$ cat src/design/bitplane_tile_blitter_assert.svh
// ----------------------------------------------------------------------------
// Bitplane tile blitter assertion macros
// Shared concurrent assertion forms, clocked on clk.
// ----------------------------------------------------------------------------
`ifndef BITPLANE_TILE_BLITTER_ASSERT_SVH
`define BITPLANE_TILE_BLITTER_ASSERT_SVH

// Checked only outside reset.
`define BTB_ASSERT(lbl, prop, msg) \
  lbl: assert property (@(posedge clk) disable iff (!rst_n) prop) else $error(msg);

// Checked at every edge, reset included.
`define BTB_ASSERT_ALWAYS(lbl, prop, msg) \
  lbl: assert property (@(posedge clk) prop) else $error(msg);

`endif

$ cat src/design/btb_pkg.sv
// ----------------------------------------------------------------------------
// Bitplane tile blitter package
// Payload types, register codes and the fixed blending table.
// ----------------------------------------------------------------------------
package btb_pkg;

  localparam int TILE_PIXELS = 8;
  localparam int TILE_BITS   = 3;
  localparam int COLOR_W     = 12;

  typedef enum logic [2:0] {
    REG_ORIGIN_X     = 3'd0,
    REG_ORIGIN_Y     = 3'd1,
    REG_WIDTH_TILES  = 3'd2,
    REG_HEIGHT_TILES = 3'd3,
    REG_BLEND_MODE   = 3'd4,
    REG_TWO_BPP      = 3'd5,
    REG_PALETTE      = 3'd6
  } reg_index_t;

  // Transparent blending modes
  localparam logic [3:0] MODE_CLEAR_A = 4'h0;
  localparam logic [3:0] MODE_CLEAR_B = 4'h5;
  localparam logic [3:0] MODE_CLEAR_C = 4'ha;
  localparam logic [3:0] MODE_CLEAR_D = 4'hf;

  typedef struct packed {
    logic [7:0] plane_low;
    logic [7:0] plane_high;
  } in_item_t;

  typedef struct packed {
    logic [15:0]        pixel_x;
    logic [15:0]        pixel_y;
    logic [COLOR_W-1:0] pixel_color;
    logic               last_of_line;
  } out_item_t;

  // One tile line after the lanes: draw mask, colour per pixel, position.
  typedef struct packed {
    logic [TILE_PIXELS-1:0]              draw;
    logic [TILE_PIXELS-1:0][COLOR_W-1:0] color;
    logic [15:0]                         x_base;
    logic [15:0]                         y;
  } line_t;

  localparam logic [1:0] BLEND_TABLE [16][4] = '{
    '{2'd0, 2'd0, 2'd1, 2'd2}, '{2'd0, 2'd1, 2'd2, 2'd3},
    '{2'd0, 2'd2, 2'd3, 2'd1}, '{2'd0, 2'd3, 2'd1, 2'd2},
    '{2'd1, 2'd0, 2'd1, 2'd2}, '{2'd0, 2'd1, 2'd2, 2'd3},
    '{2'd1, 2'd2, 2'd3, 2'd1}, '{2'd1, 2'd3, 2'd1, 2'd2},
    '{2'd2, 2'd0, 2'd1, 2'd2}, '{2'd2, 2'd1, 2'd2, 2'd3},
    '{2'd0, 2'd2, 2'd3, 2'd1}, '{2'd2, 2'd3, 2'd1, 2'd2},
    '{2'd3, 2'd0, 2'd1, 2'd2}, '{2'd3, 2'd1, 2'd2, 2'd3},
    '{2'd3, 2'd2, 2'd3, 2'd1}, '{2'd0, 2'd3, 2'd1, 2'd2}
  };

  function automatic logic mode_clears(input logic [3:0] mode);
    return (mode == MODE_CLEAR_A) || (mode == MODE_CLEAR_B) ||
           (mode == MODE_CLEAR_C) || (mode == MODE_CLEAR_D);
  endfunction

endpackage

$ cat src/design/btb_lane.sv
// ----------------------------------------------------------------------------
// Bitplane tile blitter pixel lane
// Colour index, transparency, blending and palette lookup for one pixel.
// ----------------------------------------------------------------------------
module btb_lane (
  input  logic                       bit_lo,
  input  logic                       bit_hi,
  input  logic [3:0]                 blend_mode,
  input  logic                       two_bpp,
  input  logic [4*btb_pkg::COLOR_W-1:0] palette,
  output logic                       draw,
  output logic [btb_pkg::COLOR_W-1:0] color
);
  import btb_pkg::*;

  logic [1:0] idx;
  logic [1:0] blended;

  assign idx     = {two_bpp & bit_hi, bit_lo};
  assign blended = BLEND_TABLE[blend_mode][idx];
  assign draw    = !(mode_clears(blend_mode) && (idx == 2'd0));

  always_comb begin
    case (blended)
      2'd0:    color = palette[0*COLOR_W +: COLOR_W];
      2'd1:    color = palette[1*COLOR_W +: COLOR_W];
      2'd2:    color = palette[2*COLOR_W +: COLOR_W];
      2'd3:    color = palette[3*COLOR_W +: COLOR_W];
      default: color = palette[0*COLOR_W +: COLOR_W];
    endcase
  end

endmodule

$ cat src/design/btb_merge.sv
// ----------------------------------------------------------------------------
// Bitplane tile blitter merge stage
// Holds one tile line from the lanes and issues its drawn pixels in order.
// ----------------------------------------------------------------------------
`include "bitplane_tile_blitter_assert.svh"

module btb_merge (
  input  logic               clk,
  input  logic               rst_n,
  input  logic               line_load,
  input  btb_pkg::line_t     line_in,
  output logic               line_free,
  output logic               out_valid,
  input  logic               out_stall,
  output btb_pkg::out_item_t out_data
);
  import btb_pkg::*;

  logic [TILE_PIXELS-1:0]              mask_r, mask_nxt;
  logic [TILE_PIXELS-1:0][COLOR_W-1:0] color_r;
  logic [15:0]                         x_base_r;
  logic [15:0]                         y_r;
  logic                                o_valid_r, o_valid_nxt;
  out_item_t                           o_data_r;

  logic                   advance;
  logic                   pop;
  logic [TILE_PIXELS-1:0] rest;
  logic [TILE_PIXELS-1:0] pick;
  logic [TILE_BITS-1:0]   pick_idx;

  assign advance   = !o_valid_r || !out_stall;
  assign pop       = (|mask_r) && advance;
  assign rest      = mask_r & (mask_r - TILE_PIXELS'(1));
  assign pick      = mask_r & ~rest;
  assign line_free = !(|mask_r) || (pop && (rest == '0));

  // leftmost remaining pixel (lowest mask bit)
  always_comb begin
    pick_idx = '0;
    for (int s = 0; s < TILE_PIXELS; s++) begin
      if (pick[s]) pick_idx = pick_idx | TILE_BITS'(s);
    end
  end

  always_comb begin
    if (line_load) mask_nxt = line_in.draw;
    else if (pop)  mask_nxt = rest;
    else           mask_nxt = mask_r;
  end

  always_comb begin
    if (pop)          o_valid_nxt = 1'b1;
    else if (advance) o_valid_nxt = 1'b0;
    else              o_valid_nxt = o_valid_r;
  end

  always_ff @(posedge clk) begin
    if (!rst_n) begin
      mask_r    <= '0;
      o_valid_r <= 1'b0;
    end else begin
      mask_r    <= mask_nxt;
      o_valid_r <= o_valid_nxt;
    end
  end

  always_ff @(posedge clk) begin
    if (line_load) begin
      color_r  <= line_in.color;
      x_base_r <= line_in.x_base;
      y_r      <= line_in.y;
    end
    if (pop) begin
      o_data_r.pixel_x      <= x_base_r + {13'd0, pick_idx};
      o_data_r.pixel_y      <= y_r;
      o_data_r.pixel_color  <= color_r[pick_idx];
      o_data_r.last_of_line <= (rest == '0);
    end
  end

  assign out_valid = o_valid_r;
  assign out_data  = o_data_r;

  `BTB_ASSERT_ALWAYS(a_reset_clears, !rst_n |=> !o_valid_r && (mask_r == '0), "not idle after reset")
  `BTB_ASSERT(a_pop_one, pop && !line_load |=> $countones(mask_r) + 1 == $countones($past(mask_r)), "pop did not clear one pixel")
  `BTB_ASSERT(a_last_flag, pop |=> o_data_r.last_of_line == ($past(rest) == '0), "last flag wrong")
  `BTB_ASSERT(a_load_when_free, line_load |-> line_free, "line overwritten")

endmodule

$ cat src/design/bitplane_tile_blitter.sv
// ----------------------------------------------------------------------------
// Bitplane tile blitter
// Turns 8-pixel bitplane tile lines into palette-coloured pixel writes.
// ----------------------------------------------------------------------------
// Each input item is one tile line (low and high plane bytes), in order line,
// tile column, tile row. Eight pixel lanes decode the line in the cycle it is
// accepted; the line is held in a one-line buffer and its drawn pixels leave
// one per cycle unless the output stalls, leftmost first, via a registered
// output. An item thus gives as many pixel writes as it has drawn pixels, 0
// to 8 (8 with no transparency); a fully transparent line is still accepted
// and advances the position. The single pixel-per-cycle output port sets the
// rate. Pixels pass the line buffer, then the output register. New lines are
// accepted as the prior one issues its last pixel; lines run back to back.
// Configuration writes are always ready and take effect from the next item;
// indexes beyond the register list are ignored.
// ----------------------------------------------------------------------------
module bitplane_tile_blitter (
  input  logic               clk,
  input  logic               rst_n,
  input  logic               in_valid,
  output logic               in_stall,
  input  btb_pkg::in_item_t  in_data,
  output logic               out_valid,
  input  logic               out_stall,
  output btb_pkg::out_item_t out_data,
  input  logic               cfg_valid,
  output logic               cfg_ready,
  input  logic [2:0]         cfg_index,
  input  logic [47:0]        cfg_data
);
  import btb_pkg::*;

  // configuration registers
  logic [15:0]          origin_x_r;
  logic [15:0]          origin_y_r;
  logic [7:0]           width_r;
  logic [7:0]           height_r;
  logic [3:0]           mode_r;
  logic                 two_bpp_r;
  logic [4*COLOR_W-1:0] palette_r;

  // position within the image
  logic [TILE_BITS-1:0] line_r, line_nxt;
  logic [7:0]           col_r, col_nxt;
  logic [7:0]           row_r, row_nxt;

  logic  in_acc;
  logic  line_free;
  logic  col_wrap, row_wrap;
  line_t line;

  assign cfg_ready = 1'b1;
  assign in_stall  = !line_free;
  assign in_acc    = in_valid && line_free;

  always_ff @(posedge clk) begin
    if (!rst_n) begin
      origin_x_r <= '0;
      origin_y_r <= '0;
      width_r    <= 8'd1;
      height_r   <= 8'd1;
      mode_r     <= 4'd1;
      two_bpp_r  <= 1'b1;
      palette_r  <= '0;
    end else if (cfg_valid) begin
      case (reg_index_t'(cfg_index))
        REG_ORIGIN_X:     origin_x_r <= cfg_data[15:0];
        REG_ORIGIN_Y:     origin_y_r <= cfg_data[15:0];
        REG_WIDTH_TILES:  width_r    <= cfg_data[7:0];
        REG_HEIGHT_TILES: height_r   <= cfg_data[7:0];
        REG_BLEND_MODE:   mode_r     <= cfg_data[3:0];
        REG_TWO_BPP:      two_bpp_r  <= cfg_data[0];
        REG_PALETTE:      palette_r  <= cfg_data;
        default:          ;
      endcase
    end
  end

  // Counter walk: line, then column, then row; a size of 0 acts as 1.
  assign col_wrap = ({1'b0, col_r} + 9'd1) >= {1'b0, width_r};
  assign row_wrap = ({1'b0, row_r} + 9'd1) >= {1'b0, height_r};

  always_comb begin
    line_nxt = line_r;
    col_nxt  = col_r;
    row_nxt  = row_r;
    if (in_acc) begin
      line_nxt = line_r + TILE_BITS'(1);
      if (line_r == TILE_BITS'(TILE_PIXELS - 1)) begin
        if (col_wrap) begin
          col_nxt = '0;
          row_nxt = row_wrap ? 8'd0 : row_r + 8'd1;
        end else begin
          col_nxt = col_r + 8'd1;
        end
      end
    end
  end

  always_ff @(posedge clk) begin
    if (!rst_n) begin
      line_r <= '0;
      col_r  <= '0;
      row_r  <= '0;
    end else begin
      line_r <= line_nxt;
      col_r  <= col_nxt;
      row_r  <= row_nxt;
    end
  end

  // screen position of this line; wraps at 16 bits
  assign line.x_base = origin_x_r + {5'd0, col_r, TILE_BITS'(0)};
  assign line.y      = origin_y_r + {5'd0, row_r, line_r};

  // pixel lanes, lane 0 is the leftmost pixel (byte MSB)
  for (genvar s = 0; s < TILE_PIXELS; s++) begin : g_lane
    btb_lane u_lane (
      .bit_lo     (in_data.plane_low[TILE_PIXELS-1-s]),
      .bit_hi     (in_data.plane_high[TILE_PIXELS-1-s]),
      .blend_mode (mode_r),
      .two_bpp    (two_bpp_r),
      .palette    (palette_r),
      .draw       (line.draw[s]),
      .color      (line.color[s])
    );
  end

  btb_merge u_merge (
    .clk       (clk),
    .rst_n     (rst_n),
    .line_load (in_acc),
    .line_in   (line),
    .line_free (line_free),
    .out_valid (out_valid),
    .out_stall (out_stall),
    .out_data  (out_data)
  );

endmodule
$ cat config.mk
export PLATFORM = sky130hd
export DESIGN_NAME = bitplane_tile_blitter
export DESIGN_NICKNAME = d
export VERILOG_FILES = /design/src/design/btb_pkg.sv /design/src/design/btb_lane.sv /design/src/design/btb_merge.sv /design/src/design/bitplane_tile_blitter.sv
export VERILOG_INCLUDE_DIRS = /design/src /design/src/design
export SDC_FILE = /design/constraint.sdc
export NUM_CORES = 1
export LEC_CHECK = 0
export BUFFER_PORTS_ARGS = -buffer_cell sky130_fd_sc_hd__buf_2
export CAP_MARGIN = 20
export CORE_AREA = 2 2 160 162
export DETAILED_ROUTE_END_ITERATION = 10
export DIE_AREA = 0 0 162 164
export PLACE_DENSITY = 0.9
export SLEW_MARGIN = 20
export SYNTH_ARGS = -nofsm -noshare
export SYNTH_HDL_FRONTEND = slang
export SYNTH_SLANG_ARGS = --single-unit
$ cat constraint.sdc
create_clock -name clk -period 5.45 [get_ports clk]
set_input_delay 0.8175 -clock clk [delete_from_list [all_inputs] [get_ports clk]]
set_output_delay 0.8175 -clock clk [all_outputs]
set_load 0.1 [all_outputs]
== After elaboration in Yosys (flattened, before gate mapping) ==
Memories as Yosys holds them, arrays and structs flattened.
Cells that the tools add are included.
Storage, ports and cells
  word-level logic and storage cells: 210
  register bits after elaboration: 302
  input port bits: 72
  memories: 1
  memory bits (read-only): 128
Memory list
  (no name shown): words 16, bits a word 8, read ports 1, clocked after Yosys merged registers in 0, wr ports 0, line btb_lane.sv:20  | assign blended = BLEND_TABLE[blend_mode][idx];
Operators by class
  magnitude comparators: 12
  reduce and logical (&&, ||, !) cells: 59
  mux-type cells: 49
  bitwise operators: 20
  add/sub/neg operators: 9
  eq/ne operators: 34
Operator list (count)
  case mux 12 bit (4 select lines): 8
  two-way mux 8 bit: 6
  binary-select mux 12 bit (select 3 bit): 1
  two-way mux 2 bit: 18
  adder 16 x 11 -> 16 bit: 2
  binary-select mux 2 bit (select 2 bit): 8
  == test 2 bit, second input constant: 16
  logical NOT 2 bit: 16
  >= comparator 3 bit, second input constant: 8
  NOT 2 -> 3 bit: 8
  adder 8 x 1 -> 9 bit, second input constant: 2
  >= comparator 9 x 8 -> 1 bit: 2
  adder 16 x 3 -> 16 bit: 1
  adder 8 x 1 -> 8 bit, second input constant: 2
  bitwise AND 8 bit: 2
  == test 2 x 1 -> 1 bit, second input constant: 8
  AND reduction 2 bit: 8
  == test 3 bit, second input constant: 4
  logical NOT 1 bit: 12
  two-way mux 12 bit: 1
  two-way mux 3 bit: 4
  logical AND 1 bit: 11
  bitwise AND 1 bit: 8
  == test 4 bit, second input constant: 2
  17 further kinds: 25

== Logic depth before layout (Yosys ltp) ==
Gate-level depths: netlist (run 1).
  depth in word-level cells: 13
  gate-level depth with buffers: 15

== Modules after synthesis ==
A second synthesis (run 1) with hierarchy kept.
Unflattened totals
  cells, all modules: 1661
  area, all modules: 17927.2 um2
By module, submodules not included
  btb_merge: instances 1, area an instance 6979.2 um2, cells an instance 403
  bitplane_tile_blitter: instances 1, area an instance 6233.5 um2, cells an instance 754
  btb_lane: instances 8, area an instance 589.3 um2, cells an instance 63

== Worst setup path after synthesis (run 1) ==
OpenSTA, ideal clock, no wires.
  path type: input-to-reg
  from: input out_stall
  to: register u_merge.mask_r[3]
  setup slack: 1.580 ns
  stages on the path: 5
  required time: 5.318 ns
  data arrival time: 3.738 ns
  cell sequence: and2_1 > a21oi_1 > nand2_1 > o21ai_0 > a21oi_1
On the way
  word-level cells in the longest chain between the ends: 7
  elaborated cells on any way between the ends: 8
  classes of those cells: mux: 1; reduce/logical: 7
RTL lines
  start: declaration: line bitplane_tile_blitter.sv:24  | input logic out_stall,
  logical NOT 1 bit *: line btb_merge.sv:32  | assign advance = !o_valid_r || !out_stall;
  logical OR 1 bit *: line btb_merge.sv:32
  logical AND 1 bit *: line btb_merge.sv:33  | assign pop = (|mask_r) && advance;
  logical AND 1 bit: line btb_merge.sv:36  | assign line_free = !(|mask_r) || (pop && (rest == '0));
  logical OR 1 bit: line btb_merge.sv:36
  logical AND 1 bit: line bitplane_tile_blitter.sv:54  | assign in_acc = in_valid && line_free;
  two-way mux 8 bit or nonzero test 2 bit (tied branches)
  end signal: assignment: line btb_merge.sv:63  | mask_r <= mask_nxt;
  end: declaration: line btb_merge.sv:19  | logic [TILE_PIXELS-1:0] mask_r, mask_nxt;
Every way passes the cells marked *; elsewhere a longest branch is shown, timed or not.
A chain may end at the register's enable or synchronous reset.

== Worst setup path after layout (run 1) ==
  from: register u_merge.mask_r[4]
  to: register u_merge.o_data_r, in the netlist u_merge.out_data[43], data pin
On the way
  word-level cells in the longest chain between the ends: 9
RTL lines
  subtractor 8 x 1 -> 8 bit: line btb_merge.sv:34  | assign rest = mask_r & (mask_r - TILE_PIXELS'(1));
  bitwise AND 8 bit: line btb_merge.sv:34
  NOT 8 bit: line btb_merge.sv:35  | assign pick = mask_r & ~rest;
  bitwise AND 8 bit *: line btb_merge.sv:35
  two-way mux 3 bit (3 in series): line btb_merge.sv:42  | if (pick[s]) pick_idx = pick_idx | TILE_BITS'(s);
  two-way mux 3 bit *: line btb_merge.sv:42
  adder 16 x 3 -> 16 bit *: line btb_merge.sv:75  | o_data_r.pixel_x <= x_base_r + {13'd0, pick_idx};
  end: declaration: line btb_merge.sv:24  | out_item_t o_data_r;
Marked as above.

==> results of run 1 <==
-- flip-flops by register name, indices dropped and copies added, names as in the netlist --
register / count
u_merge.color_r: 96
palette_r: 48
u_merge.out_data: 45
origin_x_r: 16
origin_y_r: 16
u_merge.x_base_r: 16
u_merge.y_r: 16
col_r: 8
height_r: 8
row_r: 8
u_merge.mask_r: 8
width_r: 8
mode_r: 4
line_r: 3
two_bpp_r: 1
u_merge.out_valid: 1
-- metrics by stage --
step / worst slack [ps] / hold slack (ps) / area (um2)
3_3_place_gp: 1794 / 411.4 / 16700
6_report: 1861 / 426.2 / 17760
4_1_cts: 1542 / 429.9 / 17750
3_5_place_dp: 1620 / 406.8 / 16700
2_1_floorplan: 1580 / 400.3 / 15940
5_1_grt: 1659 / 429.8 / 17760
-- final cells by class --
class,count,area [um2]
clock inverters,18,183.9
multi-input cells,1035,7669
repair buffers,129,673.1
fillers,1584,7056
flip-flops and latches,302,7777
well taps,330,412.9
clock buffers,38,864.6
diodes,3,7.507
inverters,45,175.2
-- placed cells by master (no fill, tap or decap), types with 7 or more instances in the layout --
cell type and n:
buf_2 118, edfxtp_1 173, mux2i_1 45, a21oi_1 159, inv_1 43, buf_4 11, nand2_1 258, mux2_2 36
a211oi_1 50, xor2_1 16, clkbuf_16 33, nand2b_1 7, dfxtp_1 129, xnor2_1 31, o21a_1 7, ha_1 47
and3_1 59, nor4_1 14, nand3_1 25, nor2_1 73, mux4_2 76, or3b_2 8, o21ai_0 27
-- worst max path at each step --
stage               slack [ps]                      startpoint  depth (start not counted)                        endpoint
floorplan                 1580                       out_stall                          5  u_merge.mask_r[3]$_SDFFE_PN0P_
global placement          1790  u_merge.mask_r[3]$_SDFFE_PN0P_                         12  u_merge.out_data[43]$_DFFE_PP_
detailed placement        1620  u_merge.mask_r[3]$_SDFFE_PN0P_                         12  u_merge.out_data[43]$_DFFE_PP_
CTS                       1540  u_merge.mask_r[4]$_SDFFE_PN0P_                         12  u_merge.out_data[43]$_DFFE_PP_
global route              1660  u_merge.mask_r[4]$_SDFFE_PN0P_                         12  u_merge.out_data[43]$_DFFE_PP_
finish                    1860  u_merge.mask_r[4]$_SDFFE_PN0P_                         12  u_merge.out_data[43]$_DFFE_PP_
-- cells by family (layout without fill, tap and decap cells) --
| logic type | Yosys count | count (layout) | share of synthesized area [%] |
|---|---|---|---|
| other | 1 | 4 | 0.02353 |
| adder cells (fa/ha/maj) | 51 | 51 | 4.129 |
| multiplexers | 157 | 157 | 16.11 |
| AND/OR/NAND/NOR | 481 | 481 | 13.81 |
| flip-flops | 302 | 302 | 48.80 |
| AO/OA/AOI/OAI | 298 | 298 | 11.28 |
| buffers and inverters | 127 | 230 | 3.266 |
| XOR/XNOR | 47 | 47 | 2.583 |
-- power breakdown --
group	leakage, uW	internal (uW)	switching, uW	total (uW)
Sequential	0.00275	3420	315	3730
Clock	0.000503	1270	900	2170
Combinational	0.00351	800	2830	3630
-- routing by layer --
metal,track usage (%),vias up
li1,-,5578
met1,43.34,6041
met2,52.09,953
met3,6.818,193
met4,15.61,4
met5,0,-
-- worst register-to-register path, stage by stage (launching register included) --
cell	delay [ps]
dfxtp_1	390
or3_4	440
nor4b_2	320
nand2_2	480
nand2_1	300
ha_1	230
inv_1	70
fa_1	400
inv_1	70
a21o_1	140
and3_1	250
nand4_1	130
xnor2_1	130
==> results.txt, run 1 <==
H-tree levels = 1
CP delay by family, top = simple AND/OR/NAND/NOR gates
Hold path cells = 0
EDFF count, synth = 173
Die width = 162 um
Final min period = 3589 ps
Routed Wire Length = 43420 um
Layout area overhead = 11.45%
Post-synth top area cell = edfxtp_1
DRC viols = 0
Post_cts resized = 0
Grt total ovfl = 0
Largest net degree at the start of global routing = 97
Port bufs = 118
Top-count cell post-synth = nand2_1
R2R cell count = 12
Maximum vdd ir drop = 0.4423 mV
Worst-skew pair later-pin latency = 570 ps
Metal1 wirelength = 15670 um
Nets = 1665
Register bit total from synthesis = 302
Crit-path most repeated cell = inv_1
# Max-Cap Violations = 0
Post-Layout Cell Count = 1900
Ys flop type = edfxtp_1
DRT iter0 DRCs = 1788
Mapped Nets = 1586
First-pass GRT wire length = 67720 um
Post-CTS Hold Buffers = 0
Slowest Stage Delay on Critical Path = 480 ps
DR WL/cell = 22.85 um
Synth top area share = 32.60%
Max clock buf depth = 3
Synth Area per Inst = 10.89 um2
Worst-margin pin slew = 1019 ps
Met3 WL = 5293 um
Crit Path Category = reg -> reg
Skew final = 13.43 ps
Final Hold Vio Count = 0
Die area = 0.02657 mm2
WL met2 = 20070 um
Clock sinks = 302
Number of detailed-route iterations in the first pass = 6
CP Buf/Inv Count = 2
Gate Count Post-Synth = 1464
Max Clk Rate = 278.6 MHz
Die height = 164 um
Power per standard cell area = 536.6 mW/mm2
R2R Path Start = u_merge.mask_r[4]$_SDFFE_PN0P_
Total GRT Usage = 32.73%
Vias per std cell = 6.721
Arr. time, crit path = 3910 ps
Io pins = 120
Synth cell count leaders = nand2_1 (259), edfxtp_1 (173), a21oi_1 (160), dfxtp_1 (129), mux4_2 (76)
TritonCTS Buffers = 30
Initial antenna violation count = 4
CTS tree = built
Top layer in use = met5
CP max FO = 49
Starting Density = 64.22%
Hold Startpoint = u_merge.y_r[1]$_DFFE_PN_
Critical path capture point type = flip-flop
Setup slack, reg-to-reg = 1860 ps
Finished Core Util = 71.57%
Cell Chain, Critical Path = or3_4 > nor4b_2 > nand2_2 > nand2_1 > ha_1 > inv_1 > fa_1 > inv_1 > a21o_1 > and3_1 > nand4_1 > xnor2_1
Routed vias = 12769
Layout cells sized above 1 = 20.10%
RSZ-0062 raised after global routing = no
Vias in the first global route = 12222
Sequential-to-total area share from yosys stat = 48.80%
Placer Congestion = 0.9327
Synth top area cells = edfxtp_1 (33%), dfxtp_1 (16%), mux4_2 (11%)
Placed cells = 1841
Dpl hpwl = 28350 um
Final period util = 65.85%
Min-delay worst type = reg -> reg
LEAKAGE = 0.006760 uW
Clk slew on worst S/H paths = 70 ps
Ys async rst share = 0%
Unique cell type count in the Yosys netlist = 65
Post-CTS Setup Bufs = 0
Tot Pwr = 9532 uW
Worst path slowest cell = nand2_2
CTS root buf = clkbuf_16
Reg-to-Reg End = u_merge.out_data[43]$_DFFE_PP_
Setup TNS = 0 ps
Status = finished, final reports clean
Hold worst-path end = u_merge.out_data[14]$_DFFE_PP_
Worst EP required = 5770 ps
Syn. warnings = 0
CORE AREA = 0.02482 mm2
# rows = 58
Nature of the critical path startpoint = flip-flop
Antenna-violating nets left = 0
Rel. slew slack = 32.04%
Synthesized area = 0.01594 mm2
Endpoints failing setup = 0
Final Max Tran Viols = 0
No activity file was read; power rests on OpenSTA's default activity.
==> run 2, diff against run 1 <==
ABC_AREA = 1   (was unset)
CORE_AREA = 2 2 175 177   (was 2 2 160 162)
DIE_AREA = 0 0 177 179   (was 0 0 162 164)
PLACE_DENSITY = 0.82   (was 0.9)
clock period = 3 ns   (was 5.45 ns; I/O delays follow)
==> run 2 against run 1 <==
  * Sequential share of layout area is 1.5 points lower
  * Register-to-register slack worse by 1700 ps
  * Global-route usage is 3.2 points lower
  * Cell area is 3.6% higher
  * First-iteration DRC count is 18% higher
  * Clock-buffer cell count stayed put
  * Power is 100% higher
  * Sequential power is 77% higher
  * Utilization is 10 points lower
  * Via count is 17% higher
  * Combinational power is 130% higher
  * Die area is 19% higher
  * Largest power group is now combinational logic
==> results.txt, run 2 <==
Setup TNS = 0 ps
Nets = 2274
CTS root buf = clkbuf_16
Maximum vdd ir drop = 0.9332 mV
LEAKAGE = 0.007853 uW
Clock sinks = 302
Worst-margin pin slew = 964.0 ps
Vias in the first global route = 14025
TritonCTS Buffers = 31
Top reg by flops = u_merge.color_r
Die height = 179 um
RSZ-0062 raised after global routing = no
Total GRT Usage = 29.53%
Gate Count Post-Synth = 2078
CORE AREA = 0.03003 mm2
Initial antenna violation count = 2
Ys async rst share = 0%
Mux share of post-synthesis cell area = 0%
Die width = 177 um
Io pins = 120
DRT iter0 DRCs = 2108
Area after DPL = 0.01721 mm2
Synth top area share = 31.93%
Antenna-violating nets left = 0
Largest net degree at the start of global routing = 97
Vias per std cell = 5.831
Max clock buf depth = 3
# rows = 64
Unique cell type count in the Yosys netlist = 47
Register bit total from synthesis = 302
Leading cell types in the layout, fill and taps excluded = nand2_1 (564), nor2_1 (250), edfxtp_1 (173)
Skew final = 21.52 ps
Grt total ovfl = 0
Crit Path Category = reg -> out
Port bufs = 118
Most common cell after layout, fill and taps aside = nand2_1
Post-CTS Hold Buffers = 0
Post-synth top area cell = edfxtp_1
Synth Area in Adders = 3.984%
Final Hold Slack = 100.3 ps
DR WL/cell = 18.22 um
H-tree levels = 1
Routed Wire Length = 46880 um
Layout area overhead = 13.14%
Worst EP required = 2550 ps
Simple-gate share of the synthesized area = 26.40%
EDFF count, synth = 173
Ys flop type = edfxtp_1
DRC viols = 0
# Max-Cap Violations = 0
Synth top area cells = edfxtp_1 (32%), dfxtp_1 (16%), nand2_1 (13%)
Final Max Tran Viols = 0
Synth Area per Inst = 7.829 um2
Rel. slew slack = 35.66%
Worst-skew pair later-pin latency = 580 ps
Endpoints failing setup = 0
Fill cells = 2523
Nature of the critical path startpoint = flip-flop
Largest register FFs = 96
Synthesized area = 0.01627 mm2
Min-delay worst type = in -> reg
Final Hold Vio Count = 0
Routed vias = 15003
Final min period = 2855 ps
Dpl hpwl = 30790 um
Power per standard cell area = 1046 mW/mm2
Clk slew on worst S/H paths = 60 ps
Number of detailed-route iterations in the first pass = 6
Top-count cell post-synth = nand2_1
Post-synthesis compound-gate area fraction = 11.48%
Die area = 0.03168 mm2
Final period util = 95.17%
Sequential-to-total area share from yosys stat = 47.81%
Arr. time, crit path = 2400 ps
Critical path capture point type = output port
Post-synthesis xor/xnor area fraction = 2.638%
Status = finished, final reports clean
First-pass GRT wire length = 73120 um
CP max FO = 5
CTS tree = built
Starting Density = 54.17%
Max Clk Rate = 350.3 MHz
ANT cells = 0
Syn. warnings = 0
Layout cells sized above 1 = 12.08%
Placer Congestion = 0.9109
Largest family of logic cells by synthesized area = simple AND/OR/NAND/NOR gates
Synth cell count leaders = nand2_1 (564), nor2_1 (255), edfxtp_1 (173), inv_1 (171), o21ai_0 (156)
Post-Layout Inst Area = 0.01841 mm2
Mapped Nets = 2200
## run 2: changes by cell type after synthesis, moves of 26 or more
cell / previous run / this run
nand2_1: 259 / 564
nor2_1: 74 / 255
o21ai_0: 28 / 156
inv_1: 44 / 171
nand4_1: 4 / 115
mux4_2: 76 / 0
and3_1: 59 / 0
a211oi_1: 50 / 0
mux2i_1: 45 / 0
mux2_2: 36 / 0
a21oi_1: 160 / 132
buf_1: 2 / 29
nand3_1: 25 / 51
## run 2: critical path, stage by stage, from the launching register on
cell and delay (ps):
dfxtp_1 350, nor2_4 190, buf_12 130, nand3_2 120, nor2_1 320, nor2_4 90, nand3_4 110, nand2_2 110
inv_1 90, clkbuf_4 320
## run 2: cells by family (layout without fill, tap and decap cells)
group | after synthesis | in the layout
and+or+nand+nor | 1014 | 1014
AOI/OAI and AO/OA | 347 | 347
buffers and inverters | 315 | 414
DFF | 302 | 302
adders and majority gates | 50 | 50
xor gates and xnor gates | 49 | 49
other | 1 | 1
## run 2: report_power, final
part           internal (uW)  leakage (uW)  switching, uW
clock                   2540      0.000534           1620
sequential              6170       0.00275            435
combinational           1880       0.00457           6600
total                  10600       0.00785           8660
## run 2: worst paths after layout
check | cells past startpoint | start | slack, ps | endpoint
worst max register to register | 15 | u_merge.mask_r[1]$_SDFFE_PN0P_ | 160 | u_merge.out_data[43]$_DFFE_PP_
worst min register to register | 0 | u_merge.y_r[9]$_DFFE_PN_ | 420 | u_merge.out_data[22]$_DFFE_PP_
worst min-delay path | 3 | cfg_data[24] | 100 | palette_r[24]$_SDFFE_PN0P_
worst max-delay path | 9 | u_merge.mask_r[1]$_SDFFE_PN0P_ | 150 | in_stall
## run 2: layer usage
layer	vias to the layer above	share of wire, %	GRT usage (%)	wire length (um)
met2	998	42	44.58	19880
met4	4	4.3	12.81	2038
met5	-	0.058	0	27
met3	193	14	8.227	6547
met1	6782	39	39.79	18390
li1	7026	-	-	-
## run 2: area by class of cell
type | instances | area, um2 | area share, %
clock buffer | 38 | 822.0 | 4.466
clock inverter | 20 | 281.5 | 1.530
inverter | 182 | 684.4 | 3.719
multi-input combinational | 1461 | 7289 | 39.61
sequential | 302 | 7781 | 42.28
tap | 396 | 495.5 | 2.692
timing repair buffer | 174 | 1051 | 5.710
## run 2: per-stage QoR
| stage | total power (uW) | utilization [%] | setup slack (ps) | cells |
|---|---|---|---|---|
| 6_report | 19250 | 61.29 | 145.0 | 2573 |
| 3_5_place_dp | 14930 | 57.30 | 2.656 | 2509 |
| 4_1_cts | 19140 | 61.07 | 6.886 | 2569 |
| 2_1_floorplan | 12900 | - | 30.46 | 2078 |
| 3_3_place_gp | 14700 | 57.30 | 135.1 | 2509 |
| 5_1_grt | 20110 | 61.29 | 1.067 | 2573 |
## run 2: repair_timing
item / 4_1_cts / 5_1_grt
endpoints found under the setup margin: 1 / 19
setup buffers: 2 / 4
resized for setup: 0 / 12
pin swaps: 1 / 3
